<file path="src/hdl/u8d_pkg.sv">
// Shared types and constants of the UTF-8 sequence decoder.
`default_nettype none

package u8d_pkg;

	typedef logic [7:0]  byte_t;
	typedef logic [2:0]  count_t;
	typedef logic [20:0] cp_t;

	typedef struct packed {
		byte_t  byte0;
		byte_t  byte1;
		byte_t  byte2;
		byte_t  byte3;
		count_t bytes_available;
	} win_t;

	typedef struct packed {
		cp_t    code_point;
		count_t consumed;
	} res_t;

	localparam cp_t    REPLACEMENT_CP = 21'h00_fffd;
	localparam cp_t    MAX_CP         = 21'h10_ffff;
	localparam cp_t    SURR_LO        = 21'h00_d800;
	localparam cp_t    SURR_HI        = 21'h00_dfff;
	localparam cp_t    LEAST_TWO      = 21'h00_0080;
	localparam cp_t    LEAST_THREE    = 21'h00_0800;
	localparam cp_t    LEAST_FOUR     = 21'h01_0000;
	localparam count_t AVAIL_MAX      = 3'd4;
	localparam count_t CONSUMED_NONE  = 3'd0;
	localparam count_t CONSUMED_ONE   = 3'd1;

endpackage

`default_nettype wire

</file>
<file path="src/hdl/u8d_decode.sv">
// Combinational decode of one registered four-byte window.
`default_nettype none

module u8d_decode import u8d_pkg::*; (
	input  win_t win,
	output res_t res
);

	typedef enum logic [2:0] {
		LC_ASCII,
		LC_TWO,
		LC_THREE,
		LC_FOUR,
		LC_BAD
	} lead_class_t;

	lead_class_t cls;
	count_t      avail;
	count_t      len;
	cp_t         val;
	cp_t         least;
	logic        cont_ok;
	logic        c1, c2, c3;
	logic        surrogate;

	assign c1 = (win.byte1[7:6] == 2'b10);
	assign c2 = (win.byte2[7:6] == 2'b10);
	assign c3 = (win.byte3[7:6] == 2'b10);

	always_comb begin
		avail = (win.bytes_available > AVAIL_MAX) ? AVAIL_MAX : win.bytes_available;

		unique case (win.byte0) inside
			[8'h00:8'h7f]: cls = LC_ASCII;
			[8'hc2:8'hdf]: cls = LC_TWO;
			[8'he0:8'hef]: cls = LC_THREE;
			[8'hf0:8'hf4]: cls = LC_FOUR;
			default:       cls = LC_BAD;
		endcase

		unique case (cls)
			LC_TWO: begin
				len     = 3'd2;
				val     = {10'd0, win.byte0[4:0], win.byte1[5:0]};
				least   = LEAST_TWO;
				cont_ok = c1;
			end
			LC_THREE: begin
				len     = 3'd3;
				val     = {5'd0, win.byte0[3:0], win.byte1[5:0], win.byte2[5:0]};
				least   = LEAST_THREE;
				cont_ok = c1 & c2;
			end
			LC_FOUR: begin
				len     = 3'd4;
				val     = {win.byte0[2:0], win.byte1[5:0], win.byte2[5:0], win.byte3[5:0]};
				least   = LEAST_FOUR;
				cont_ok = c1 & c2 & c3;
			end
			default: begin
				len     = CONSUMED_ONE;
				val     = {13'd0, win.byte0};
				least   = '0;
				cont_ok = 1'b1;
			end
		endcase

		surrogate = (val >= SURR_LO) && (val <= SURR_HI);

		if (avail == CONSUMED_NONE) begin
			res = '{code_point: '0, consumed: CONSUMED_NONE};
		end else if (cls == LC_ASCII) begin
			res = '{code_point: {13'd0, win.byte0}, consumed: CONSUMED_ONE};
		end else if (cls == LC_BAD) begin
			res = '{code_point: REPLACEMENT_CP, consumed: CONSUMED_ONE};
		end else if (len > avail) begin
			res = '{code_point: '0, consumed: CONSUMED_NONE};
		end else if (!cont_ok) begin
			res = '{code_point: REPLACEMENT_CP, consumed: CONSUMED_ONE};
		end else if ((val < least) || surrogate || (val > MAX_CP)) begin
			res = '{code_point: REPLACEMENT_CP, consumed: len};
		end else begin
			res = '{code_point: val, consumed: len};
		end
	end

endmodule

`default_nettype wire
</file>
<file path="config.mk">
export PLATFORM = sky130hd
export DESIGN_NAME = u8d_decode
export DESIGN_NICKNAME = d
export VERILOG_FILES = /design/src/hdl/u8d_pkg.sv /design/src/hdl/u8d_decode.sv
export SDC_FILE = /design/constraint.sdc
export NUM_CORES = 1
export LEC_CHECK = 0
export ABC_AREA = 1
export BUFFER_PORTS_ARGS = -buffer_cell sky130_fd_sc_hd__clkbuf_2
export CAP_MARGIN = 10
export CORE_MARGIN = 2
export CORE_UTILIZATION = 45
export DETAILED_ROUTE_END_ITERATION = 12
export PLACE_DENSITY = 0.83
export REMOVE_ABC_BUFFERS = 1
export SLEW_MARGIN = 15
export SYNTH_ARGS = -nofsm -noshare
export SYNTH_HDL_FRONTEND = slang
export SYNTH_SLANG_ARGS = --single-unit
</file>
<file path="constraint.sdc">
create_clock -name vclk -period 1.75
set_input_delay 0 -clock vclk [all_inputs]
set_output_delay 0 -clock vclk [all_outputs]
set_load 0.05 [all_outputs]
</file>
==> impl_metrics.csv, run 1 <==
group,metric,value,unit
synth,synth.avg_cell_area,5.21,um2
die,rows,18,
die,die_h,56.3,um
run_status,error,"[ERROR DPL-0033] detailed placement checks failed during check placement.",
die,start_util,0.483,
cts,cts_resized,82,
die,die_w,56.3,um
run_status,stop_stage,"clock tree synthesis (4_1_cts)",
placed_design,port_buffers,59,
die,ios,59,
run_status,outcome,"stopped before the end",
cts,hold_buffers,0,
placed_design,dp_cells,367,
synth,yosysSeqAreaShare,0,
placed_design,gp_congestion,0.977,
placed_design,place_hpwl,3.92,mm
synth,syn_area,1230,um2
cts,post-cts-setup-buffers,11,
synth,synth_cell_types,36,
synth,ys_warn_count,0,
synth,synthCells,236,
## cells in the mapped netlist, types with 2 or more instances
cell	number	area, um2
nand4_1	14	87.6
nor3_1	5	25.0
nor2_1	28	105
or2_2	2	12.5
ha_1	4	50.1
buf_6	3	33.8
nor2_2	3	18.8
nand3_1	16	80.1
inv_2	2	7.51
nand2_4	2	22.5
buf_2	3	15.0
nor2_4	3	33.8
o22ai_1	2	12.5
nand2_1	62	233
a21oi_1	12	60.1
inv_1	33	124
nand3_2	4	40.0
a221oi_1	3	26.3
o21ai_2	3	26.3
o21ai_0	9	45.0
o21ai_1	8	40.0
## logic make-up after synthesis
| kind of cell | share of synthesized area |
|---|---|
| fa+ha+maj | 0.0407 |
| compound gates | 0.215 |
| buf+inv | 0.164 |
| simple gates | 0.581 |
## through the flow
step | worst slack [ns] | TNS [ns] | instance area, um2
3_5_place_dp | -0.312 | -5.80 | 1970
3_3_place_gp | -0.234 | -4.17 | 1970
2_1_floorplan | -0.872 | -9.09 | 1170
==> inputs of run 2 (changes only) <==
Settings changed: CORE_UTILIZATION 45 to 30, PLACE_DENSITY 0.83 to not set, PLACE_DENSITY_LB_ADDON set to 0.15.
Clock period 1.75 ns to 2.3 ns, I/O delays scaled along.
==> impl_metrics.csv, run 2 <==
group,metric,value,unit
pwr,p_clk_frac,0,
placed_design,dp_slack,0.0570,ns
hold_path,hp-class,"input port to primary output",
sta,hold_violations,0,
sta,setup_viol,0,
pwr,power,0.000391,W
pwr,p_per_area,217,nW/um2
die,dieArea,4630,um2
critical_path,path_max_fanout,8,
placed_design,gp_congestion,0.886,
critical_path,critPathRequiredTime,2.30,ns
finish,n_antenna_cell,0,
critical_path,crit_type,"input port to primary output",
critical_path,arrival,2.13,ns
synth,synthCells,236,
drt,wirelength,4.84,mm
drt,wire_per_inst,13.4,um
synth,ys_warn_count,0,
pwr,pwr-share-comb,1.000,
sta,period_needed,2.13,ns
finish,clock_buffers,0,
cts,hold_buffers,0,
placed_design,port_buffers,59,
drt,dr.pass1.iters,4,
pwr,ir_drop,0.135,mV
finish,final_nets,352,
pwr,p_sw_frac,0.685,
sta,maxSlewViolCount,0,
synth,synth_area_leaders,"nand2_1 19%, inv_1 10%, nor2_1 8.5%, nand4_1 7.1%, nand3_1 6.5%",
synth,synth.avg_cell_area,5.21,um2
synth,synth.most_common_cell,"nand2_1",
finish,seq_cell_count,0,
drt,drc,0,
die,core,3970,um2
synth,synth_commonest_cells,"62 x nand2_1, 33 x inv_1, 28 x nor2_1",
finish,ff_latch_area,0,um2
finish,area_growth,46.3,%
grt,grt_usage,0.218,
critical_path,critPathLaunchType,"input port",
sta,worstMarginPinSlew,0.390,ns
grt,grt_max_degree,12,
pwr,switchingPower,0.000268,W
drt,drt_iter0_drc,57,
die,rows,23,
drt,num_vias,1768,
pwr,power.leakage,0.995,nW
synth,synth_top_area_frac,0.189,
drt,viasPerCell,4.90,
sta,period_share,0.928,
pwr,pwr-share-seq,0,
drt,drtAntennaViolNets,0,
hold_path,hold_depth,4,
finish,mostFrequentLayoutCells,"62 x nand2_1, 55 x clkbuf_2, 33 x inv_1",
synth,syn_area,1230,um2
die,start_util,0.310,
synth,synth_top_cell_by_area,"nand2_1",
die,die_w,68.0,um
die,ios,59,
grt,antenna_found_initial,0,
synth,synth_cell_types,36,
synth,yosysSeqAreaShare,0,
grt,grt_pass1_vias,1645,
sta,relSlewSlack,0.740,
critical_path,end_kind,"primary output",
pwr,internal-power,0.000123,W
grt,grt_overflow,0,
flow_run,cap_violations,0,
die,die_h,68.0,um
sta,fmax,469,MHz
sta,worst_slack,0.166,ns
finish,final_common_cell,"nand2_1",
finish,drive_gt1_frac,0.354,
grt,grt_pass1_wl,7.84,mm
placed_design,place_hpwl,4.06,mm
run_status,outcome,"finished, final reports clean",
-- run 2: cells by family after synthesis --
group / synth area share
simple gates: 0.581
buf+inv: 0.164
compound gates: 0.215
fa+ha+maj: 0.0407
-- run 2: power groups by stage --
stage	Combinational, W	Clock, W	Sequential, W
finish	0.000391	0	0
CTS	0.000388	0	0
global placement	0.000388	0	0
floorplan	0.000252	0	0
global route	0.000427	0	0
detailed placement	0.000387	0	0
-- run 2: cell type report --
cell class,instances,area [um2]
Tap cell,50,62.6
Inverter,37,141
Timing Repair Buffer,83,520
Multi-Input combinational cell,191,1070
Fill cell,459,2170
-- run 2: metrics by stage --
| step | instances | instance area [um2] | util | hold slack (ns) | TNS (ns) |
|---|---|---|---|---|---|
| 2_1_floorplan | 228 | 1170 | - | 0.228 | -1.15 |
| 3_3_place_gp | 360 | 1750 | 0.440 | 0.448 | 0 |
| 3_5_place_dp | 360 | 1750 | 0.440 | 0.436 | 0 |
| 4_1_cts | 360 | 1750 | 0.440 | 0.437 | 0 |
| 5_1_grt | 361 | 1800 | 0.453 | 0.472 | -0.0132 |
| 6_report | 361 | 1800 | 0.453 | 0.452 | 0 |
-- run 2: timing repair --
item,CTS,global route
setup buffers,0,1
setup endpoints to repair,0,17
resized for setup,0,8
-- run 2: worst max-delay path, stage by stage --
cell      delay, ns
clkbuf_2       0.20
nand3_2        0.15
nor2_4         0.17
nand2_4        0.07
inv_4          0.08
ha_1           0.25
a21oi_1        0.13
o21a_1         0.13
a31oi_1        0.05
inv_1          0.09
nand2_1        0.06
inv_2          0.09
nand3_4        0.15
nor3_4         0.23
buf_4          0.15
buf_12         0.13
-- run 2: final timing paths --
kind / from / to
setup / recovery: win[34] / res[23]
hold / removal: win[24] / res[20]
-- run 2: metal layers --
| metal | global-route usage | up-vias | wire length (um) |
|---|---|---|---|
| met5 | 0 | - | 0 |
| met4 | 0.0150 | 0 | 15 |
| met3 | 0.00822 | 2 | 180 |
| met2 | 0.388 | 47 | 2330 |
| met1 | 0.303 | 776 | 2300 |
| li1 | - | 943 | - |
No activity file was read; power rests on OpenSTA's default activity.
